--- src/hdl/b92_pkg.sv ---
package b92_pkg;

  localparam int unsigned HOP_CHARS_DEF = 4;
  localparam int unsigned QUEUE_DEPTH   = 8;

  localparam logic [7:0] COLON_BYTE = 8'd58;
  localparam logic [7:0] MID_TOP    = 8'd127;
  localparam logic [7:0] OFS_LOW    = 8'd33;
  localparam logic [7:0] OFS_MID    = 8'd34;
  localparam logic [7:0] CHAR_T     = 8'h54;

  // floor(x / 10000) == (x * MEAN_MAGIC) >> MEAN_SHIFT for every 32-bit x
  localparam logic [31:0] MEAN_MAGIC = 32'd3518437209;
  localparam int unsigned MEAN_SHIFT = 45;

  typedef enum logic [3:0] {
    KIND_HASH        = 4'd0,
    KIND_PATH        = 4'd1,
    KIND_PATH_LEN    = 4'd2,
    KIND_PREFIX_CNT  = 4'd3,
    KIND_LAST_CHANGE = 4'd4,
    KIND_MEAN_UP     = 4'd5,
    KIND_MEAN_DOWN   = 4'd6,
    KIND_COLLECTOR   = 4'd7,
    KIND_ACTIVE      = 4'd8,
    KIND_PAST        = 4'd9,
    KIND_END         = 4'd15
  } field_kind_t;

  typedef enum logic [1:0] {
    FLAG_EMPTY,
    FLAG_T,
    FLAG_OTHER
  } flag_t;

  typedef struct packed {
    logic        valid;
    field_kind_t kind;
    logic [31:0] value;
    logic        div;
    logic        done;
  } raw_res_t;

endpackage

--- src/hdl/b92_ifs.sv ---
interface b92_in_if;
  logic       valid;
  logic       ready;
  logic [7:0] char_byte;
  logic       end_of_record;

  modport source (output valid, output char_byte, output end_of_record, input ready);
  modport sink (input valid, input char_byte, input end_of_record, output ready);
endinterface

interface b92_out_if;
  logic        valid;
  logic        ready;
  logic [3:0]  field_kind;
  logic [31:0] field_value;
  logic        record_done;

  modport source (output valid, output field_kind, output field_value, output record_done,
                  input ready);
  modport sink (input valid, input field_kind, input field_value, input record_done,
                output ready);
endinterface

--- src/hdl/b92_field_dec.sv ---
module b92_field_dec
  import b92_pkg::*;
#(
  parameter int unsigned HopChars = HOP_CHARS_DEF
) (
  input  logic       clk,
  input  logic       rst_n,
  input  logic       accept,
  input  logic [7:0] char_byte,
  input  logic       end_of_record,
  output raw_res_t   res0_r,
  output raw_res_t   res1_r
);

  localparam int unsigned CntW  = (HopChars > 2) ? 2 : 1;
  localparam int unsigned CntW1 = CntW + 1;
  localparam logic [CntW1-1:0] HopLast = CntW1'(HopChars);

  logic [31:0]     acc_r, acc_nxt;
  logic [31:0]     wgt_r, wgt_nxt;
  field_kind_t     fn_r, fn_nxt;
  logic [CntW-1:0] hop_r, hop_nxt;
  flag_t           flag_r, flag_nxt;

  logic             is_colon;
  logic             in_rng;
  logic [7:0]       digit;
  logic [31:0]      acc_add;
  logic [31:0]      wgt_mul;
  logic [CntW1-1:0] hop_inc;
  logic             hop_emit;
  raw_res_t         byte_res;
  raw_res_t         end_res;
  raw_res_t         r0, r1;

  function automatic raw_res_t close_res(field_kind_t k, logic [31:0] a, logic hop_nz,
                                         flag_t f);
    raw_res_t r;
    r       = '0;
    r.kind  = k;
    r.value = a;
    r.valid = (k < KIND_PAST) && !((k == KIND_PATH) && !hop_nz);
    r.div   = (k == KIND_MEAN_UP) || (k == KIND_MEAN_DOWN);
    if (k == KIND_ACTIVE) begin
      r.value = {31'b0, f == FLAG_T};
    end
    return r;
  endfunction

  assign is_colon = (char_byte == COLON_BYTE);
  assign in_rng   = (fn_r < KIND_PAST);
  assign digit    = ((char_byte < COLON_BYTE) || (char_byte > MID_TOP)) ?
                    8'(char_byte - OFS_LOW) : 8'(char_byte - OFS_MID);
  assign acc_add  = acc_r + 32'({24'b0, digit} * wgt_r);
  // weight * 92 as shift-add: 92 = 64 + 16 + 8 + 4
  assign wgt_mul  = (wgt_r << 6) + (wgt_r << 4) + (wgt_r << 3) + (wgt_r << 2);
  assign hop_inc  = {1'b0, hop_r} + CntW1'(1);
  assign hop_emit = (hop_inc >= HopLast);

  always_comb begin
    acc_nxt  = acc_r;
    wgt_nxt  = wgt_r;
    fn_nxt   = fn_r;
    hop_nxt  = hop_r;
    flag_nxt = flag_r;
    byte_res = '0;
    if (is_colon) begin
      if (in_rng) begin
        byte_res = close_res(fn_r, acc_r, hop_r != '0, flag_r);
        acc_nxt  = '0;
        wgt_nxt  = 32'd1;
        hop_nxt  = '0;
        flag_nxt = FLAG_EMPTY;
        fn_nxt   = field_kind_t'(fn_r + 4'd1);
      end
    end else if (in_rng) begin
      if (fn_r == KIND_ACTIVE) begin
        flag_nxt = ((flag_r == FLAG_EMPTY) && (char_byte == CHAR_T)) ? FLAG_T : FLAG_OTHER;
      end
      acc_nxt = acc_add;
      wgt_nxt = wgt_mul;
      if (fn_r == KIND_PATH) begin
        if (hop_emit) begin
          byte_res.valid = 1'b1;
          byte_res.kind  = KIND_PATH;
          byte_res.value = acc_add;
          acc_nxt        = '0;
          wgt_nxt        = 32'd1;
          hop_nxt        = '0;
        end else begin
          hop_nxt = hop_inc[CntW-1:0];
        end
      end
    end
  end

  // record end closes whatever field the byte left open
  assign end_res = close_res(fn_nxt, acc_nxt, hop_nxt != '0, flag_nxt);

  always_comb begin
    r0 = byte_res;
    r1 = '0;
    if (end_of_record) begin
      if (byte_res.valid) begin
        if (end_res.valid) begin
          // field just opened by the colon is empty, so its value is zero
          r1      = end_res;
          r1.done = 1'b1;
        end else begin
          r0.done = 1'b1;
        end
      end else if (end_res.valid) begin
        r0      = end_res;
        r0.done = 1'b1;
      end else begin
        r0       = '0;
        r0.valid = 1'b1;
        r0.kind  = KIND_END;
        r0.done  = 1'b1;
      end
    end
    // drop beats from a byte that was not taken
    r0.valid = r0.valid && accept;
    r1.valid = r1.valid && accept;
  end

  always_ff @(posedge clk) begin
    if (!rst_n) begin
      acc_r  <= '0;
      wgt_r  <= 32'd1;
      fn_r   <= KIND_HASH;
      hop_r  <= '0;
      flag_r <= FLAG_EMPTY;
      res0_r <= '0;
      res1_r <= '0;
    end else begin
      res0_r <= r0;
      res1_r <= r1;
      if (accept) begin
        if (end_of_record) begin
          acc_r  <= '0;
          wgt_r  <= 32'd1;
          fn_r   <= KIND_HASH;
          hop_r  <= '0;
          flag_r <= FLAG_EMPTY;
        end else begin
          acc_r  <= acc_nxt;
          wgt_r  <= wgt_nxt;
          fn_r   <= fn_nxt;
          hop_r  <= hop_nxt;
          flag_r <= flag_nxt;
        end
      end
    end
  end

endmodule

--- src/hdl/b92_res_queue.sv ---
module b92_res_queue
  import b92_pkg::*;
(
  input  logic      clk,
  input  logic      rst_n,
  input  raw_res_t  res0,
  input  raw_res_t  res1,
  output logic      room,
  b92_out_if.source out_ch
);

  localparam int unsigned PtrW = $clog2(QUEUE_DEPTH);
  localparam int unsigned CntW = PtrW + 1;

  logic [3:0]  kind_r  [QUEUE_DEPTH];
  logic [31:0] value_r [QUEUE_DEPTH];
  logic        done_r  [QUEUE_DEPTH];

  logic [PtrW-1:0] wptr_r, wptr_nxt;
  logic [PtrW-1:0] rptr_r, rptr_nxt;
  logic [CntW-1:0] cnt_r, cnt_nxt;

  logic [63:0]     prod;
  logic [31:0]     val0;
  logic [CntW-1:0] wr_n;
  logic            pop;
  logic [CntW-1:0] pend;
  logic [PtrW-1:0] wptr_p1;

  assign prod    = {32'b0, res0.value} * {32'b0, MEAN_MAGIC};
  assign val0    = res0.div ? 32'(prod[63:MEAN_SHIFT]) : res0.value;
  assign wr_n    = CntW'(res0.valid) + CntW'(res1.valid);
  assign pop     = out_ch.valid && out_ch.ready;
  assign wptr_p1 = wptr_r + PtrW'(1);

  assign wptr_nxt = wptr_r + PtrW'(wr_n);
  assign rptr_nxt = rptr_r + PtrW'(pop);
  assign cnt_nxt  = cnt_r + wr_n - CntW'(pop);

  // leave space for two beats from the next byte
  assign pend = cnt_r + wr_n;
  assign room = (pend <= CntW'(QUEUE_DEPTH - 2));

  assign out_ch.valid       = (cnt_r != '0);
  assign out_ch.field_kind  = kind_r[rptr_r];
  assign out_ch.field_value = value_r[rptr_r];
  assign out_ch.record_done = done_r[rptr_r];

  always_ff @(posedge clk) begin
    if (res0.valid) begin
      kind_r[wptr_r]  <= res0.kind;
      value_r[wptr_r] <= val0;
      done_r[wptr_r]  <= res0.done;
    end
    if (res1.valid) begin
      kind_r[wptr_p1]  <= res1.kind;
      value_r[wptr_p1] <= res1.value;
      done_r[wptr_p1]  <= res1.done;
    end
  end

  always_ff @(posedge clk) begin
    if (!rst_n) begin
      wptr_r <= '0;
      rptr_r <= '0;
      cnt_r  <= '0;
    end else begin
      wptr_r <= wptr_nxt;
      rptr_r <= rptr_nxt;
      cnt_r  <= cnt_nxt;
    end
  end

endmodule

--- src/hdl/base92_record_field_decoder_core.sv ---
// Base-92 record field decoder. Takes one byte of a colon-separated record per
// beat and returns each field as it closes: hash, path hops (one per HopChars
// characters plus any partial hop), path length, prefix count, last change,
// mean up and mean down (divided by 10000), collector and the active flag.
// A byte is accepted every cycle while the queue has room for two more beats;
// one byte gives up to two result beats, which leave one per cycle, while the
// sink is ready, through an eight-entry result queue, so a stream that averages
// more than one result per byte is held back by the output side. The first
// result of a byte is registered in the result register behind the digit
// accumulator and then in the queue, which is written through the mean divider;
// a second result from the same byte leaves the queue after it.
module base92_record_field_decoder_core
  import b92_pkg::*;
#(
  parameter int unsigned HopChars = HOP_CHARS_DEF
) (
  input  logic      clk,
  input  logic      rst_n,
  b92_in_if.sink    in_ch,
  b92_out_if.source out_ch
);

  raw_res_t res0;
  raw_res_t res1;
  logic     room;
  logic     accept;

  assign in_ch.ready = room;
  assign accept      = in_ch.valid && room;

  b92_field_dec #(
    .HopChars (HopChars)
  ) u_field_dec (
    .clk           (clk),
    .rst_n         (rst_n),
    .accept        (accept),
    .char_byte     (in_ch.char_byte),
    .end_of_record (in_ch.end_of_record),
    .res0_r        (res0),
    .res1_r        (res1)
  );

  b92_res_queue u_res_queue (
    .clk    (clk),
    .rst_n  (rst_n),
    .res0   (res0),
    .res1   (res1),
    .room   (room),
    .out_ch (out_ch)
  );

endmodule

--- src/flat_wrapper.sv ---
// flat-port wrapper written by rule: the top's interface ports become plain ports
module base92_record_field_decoder_core_flat import b92_pkg::*;
#(
  parameter int unsigned HopChars = HOP_CHARS_DEF
)
  (clk, rst_n, in_ch_valid, in_ch_char_byte, in_ch_end_of_record, in_ch_ready, out_ch_valid, out_ch_field_kind, out_ch_field_value, out_ch_record_done, out_ch_ready);
  b92_in_if in_ch_i ();
  b92_out_if out_ch_i ();
  input  logic clk;
  input  logic rst_n;
  input wire logic [$bits(in_ch_i.valid)-1:0] in_ch_valid;
  input wire logic [$bits(in_ch_i.char_byte)-1:0] in_ch_char_byte;
  input wire logic [$bits(in_ch_i.end_of_record)-1:0] in_ch_end_of_record;
  output wire logic [$bits(in_ch_i.ready)-1:0] in_ch_ready;
  output wire logic [$bits(out_ch_i.valid)-1:0] out_ch_valid;
  output wire logic [$bits(out_ch_i.field_kind)-1:0] out_ch_field_kind;
  output wire logic [$bits(out_ch_i.field_value)-1:0] out_ch_field_value;
  output wire logic [$bits(out_ch_i.record_done)-1:0] out_ch_record_done;
  input wire logic [$bits(out_ch_i.ready)-1:0] out_ch_ready;
  assign in_ch_i.valid = in_ch_valid;
  assign in_ch_i.char_byte = in_ch_char_byte;
  assign in_ch_i.end_of_record = in_ch_end_of_record;
  assign in_ch_ready = in_ch_i.ready;
  assign out_ch_valid = out_ch_i.valid;
  assign out_ch_field_kind = out_ch_i.field_kind;
  assign out_ch_field_value = out_ch_i.field_value;
  assign out_ch_record_done = out_ch_i.record_done;
  assign out_ch_i.ready = out_ch_ready;
  base92_record_field_decoder_core #(.HopChars(HopChars)) u_core (.clk(clk), .rst_n(rst_n), .in_ch(in_ch_i), .out_ch(out_ch_i));
endmodule
--- config.mk ---
export PLATFORM = sky130hd
export DESIGN_NAME = base92_record_field_decoder_core_flat
export DESIGN_NICKNAME = d
export VERILOG_FILES = /design/src/hdl/b92_pkg.sv /design/src/hdl/b92_ifs.sv /design/src/hdl/b92_field_dec.sv /design/src/hdl/b92_res_queue.sv /design/src/hdl/base92_record_field_decoder_core.sv /design/src/flat_wrapper.sv
export SDC_FILE = /design/constraint.sdc
export NUM_CORES = 2
export LEC_CHECK = 0
export BUFFER_PORTS_ARGS = -buffer_cell sky130_fd_sc_hd__buf_4
export CORE_MARGIN = 5
export CORE_UTILIZATION = 30
export DETAILED_ROUTE_END_ITERATION = 10
export PLACE_DENSITY = 0.5
export REMOVE_ABC_BUFFERS = 1
export SLEW_MARGIN = 5
export SYNTH_ARGS = -nofsm -noshare
export SYNTH_HDL_FRONTEND = slang
export SYNTH_SLANG_ARGS = --single-unit
--- constraint.sdc ---
create_clock -name clk -period 9.7 [get_ports clk]
set_clock_uncertainty 0.05 [all_clocks]
set_input_delay 1.94 -clock clk [delete_from_list [all_inputs] [get_ports clk]]
set_output_delay 1.94 -clock clk [all_outputs]
set_load 0.01 [all_outputs]
==> metrics.txt <==
status finished, final reports clean; # DRC 0; total CTS buffers 50; Filler cells approximately 17000; Area growth, synth to finish 10.3%; largest net degree at the start of global routing 62; async set-reset flop share out of synthesis 0%; Final setup viols 0; largest fanout on the critical path 8; max incr delay on CP 0.93 ns; crit path cell chain ha_1 -> inv_1 -> fa_1 -> inv_1 -> fa_1 -> inv_1 -> fa_1 -> fa_1 -> fa_1 -> inv_1 -> fa_1 -> ha_1 -> ha_1 -> nand4_1 -> or4_1 -> and2_1 -> o2bb2ai_1 -> nor4b_1 -> nor3_1 -> nor2_1 -> xor2_1 -> o221ai_1; die height 415 µm; worst IR drop on VDD 0.000310 V; drt first pass iters 8; commonest non-fill, non-tap cell in the layout inv_1; Min Hold Slack 0.417 ns; post-cts sizing count 0; Hold-fix buffers, CTS 0; synth warn 0; Critical Path Start Type flop; die width between 400 and 500 µm; Synth Flop Type edfxtp_1; P per Cell Area 284 mW/mm²; Leakage 0.0244 µW; slew margin rel. approximately a fifth; NumNets Final 5996; Required @ worst endpoint roughly 10 ns; RSZ-0062 raised after global routing false; Fin. Hold Viols 0; register clock-pin slew on the reported worst setup and hold paths 0.06 ns; Core Footprint roughly 0.16 mm²; routability cong. a little over 0.9; FP Rows roughly 150; #FFs+latches synth 453; Final Max Tran Viols 0; first-pass GRT wire length 225 mm; CP endpoint kind flop; Reg2Reg Depth 22; I/O Buffers 51; layout cells sized above 1 9.40%; DP Wirelength approximately 110 mm; Hold Crit Depth 1; Worst EP arrival 8.80 ns; final std cells w/o fill between 7000 and 8000; number of max-cap violations 0; via count 33925; slowest CP cell dfxtp_1; die area ~0.17 mm²; synth unique cells 85; total length of routed wires 146 mm; Final Cycle Share 87.8%; GRT Util Overall between 10% and 20%; setup bufs post-CTS 0; root buf cell clkbuf_16; htree depth 2; clk_lat worst skew between 0.6 and 0.7 ns; CTS tree done; Critical Path Most Common Cell fa_1; Least-Margin Pin Slew 1.21 ns; TNS Setup 0 ns; cell count after placement ~7000; Max Buffers Root-to-Sink 3; TritonCTS Sinks 453; most frequent cells in the layout inv_1, fa_1, ha_1, nand2_1, edfxtp_1; IO Count 52; max frequency ~120 MHz; grt total ovfl 0; Avg Inst Size Synth 10.2 µm²; placed inst area 0.0525 mm²; vias in the first global route roughly 36000; cell area after layout between 0.05 and 0.06 mm²; initial antenna violation count 2; Routed wire per std cell 20.7 µm; final critical-path required period 8.52 ns; DR vias/cell 4.81; number of synthesized flops with an enable pin between 200 and 300; Hold Path Class flop to flop; crit path kind flop to flop; Gate Count Post-Synth 4799; PnR worst setup slack 1.18 ns; Post-DRT Antenna Nets 0; Starting Density between 30% and 40%; Synth Cell Area 0.0492 mm²; drt initial violations roughly 2500; dpl ws 1.05 ns; register area share after synthesis 24.5%
## sequential cells by signal, summed over array words and instances (netlist names), 3 cells and up
signal	count
u_core.u_res_queue.kind_r	32
u_core.u_res_queue.wptr_r	3
u_core.u_res_queue.value_r	256
u_core.u_res_queue.done_r	8
u_core.u_field_dec.res1_r	38
u_core.u_res_queue.cnt_r	4
u_core.u_field_dec.wgt_r	30
u_core.u_field_dec.res0_r	39
u_core.u_field_dec.acc_r	32
u_core.u_res_queue.rptr_r	3
u_core.u_field_dec.fn_r	4
## synth_stat cells (56+ instances only)
cell	count	area, µm²
a21oi_1	149	746
a22oi_1	78	586
and2_1	104	651
clkbuf_1	134	503
dfxtp_1	157	3140
edfxtp_1	296	8890
fa_1	675	13500
ha_1	468	5860
inv_1	1028	3860
mux2_2	120	1350
mux4_2	74	1670
nand2_1	433	1630
nor2_1	148	556
nor2b_1	130	813
o21ai_0	201	1010
xnor2_1	56	490
## cells by family after synthesis
logic type               synth area share [%]
AND/OR/NAND/NOR                          9.90
multiplexers                             6.38
XOR/XNOR                                 1.62
AO/OA/AOI/OAI                            8.85
adder cells (fa/ha/maj)                  39.4
other                                 0.00763
flip-flops                               24.5
buffers and inverters                    9.35
## path summary, 6_finish.rpt
| path | slack [ns] | start | to |
|---|---|---|---|
| min reg2reg | 0.42 | u_core.u_field_dec.acc_r[24]$_SDFFE_PN0P_ | u_core.u_field_dec.acc_r[24]$_SDFFE_PN0P_ |
| max | 1.18 | u_core.u_field_dec.res0_r[25]$_SDFF_PN0_ | u_core.u_res_queue.value_r[7][14]$_DFFE_PP_ |
| min | 0.42 | u_core.u_field_dec.acc_r[24]$_SDFFE_PN0P_ | u_core.u_field_dec.acc_r[24]$_SDFFE_PN0P_ |
| max reg2reg | 1.18 | u_core.u_field_dec.res0_r[25]$_SDFF_PN0_ | u_core.u_res_queue.value_r[7][14]$_DFFE_PP_ |
## layer usage
layer  global-route usage [%]  vias to the layer above  part of all wire (%)
li1                         -                    15703                     -
met1                     24.1                    17233                    46
met2                     28.0                      820                    47
met3                     2.04                      167                   4.9
met4                     3.20                        2                   2.1
met5                        0                        -                0.0089
## metrics by stage
| step | power [µW] | utilization, % |
|---|---|---|
| 2_1_floorplan | 10000 | - |
| 3_3_place_gp | 13300 | 32.3 |
| 3_5_place_dp | 13400 | 32.3 |
| 4_1_cts | 15500 | 33.3 |
| 5_1_grt | 17100 | 33.3 |
| 6_report | 15400 | 33.3 |
## critical path: cells and delay by family, from the launching register on
kind	cells	cell delay, ns
buf+inv	4	0.32
fa+ha+maj	9	4.03
flops	1	0.93
simple gates	6	1.74
xor+xnor	1	0.53
compound gates	2	0.60
## power by group
part / switching (µW) / internal, µW / total, µW
registers: 272 / 2200 / 2470
clock network: 875 / 1120 / 1990
logic: 6470 / 4460 / 10900
## area by class of cell
cell class | count | area (µm²) | area share [%]
Inverter | 1029 | 3860 | 7.12
Multi-Input combinational cell | 3164 | 32800 | 60.6
Clock buffer | 61 | 1360 | 2.51
Timing Repair Buffer | 142 | 1070 | 1.97
Clock inverter | 32 | 335 | 0.618
Sequential cell | 453 | 12000 | 22.2
Antenna cell | 1 | 2.50 | 0.00461
Tap cell | 2175 | 2720 | 5.02
No activity file was read; power rests on OpenSTA's default activity.
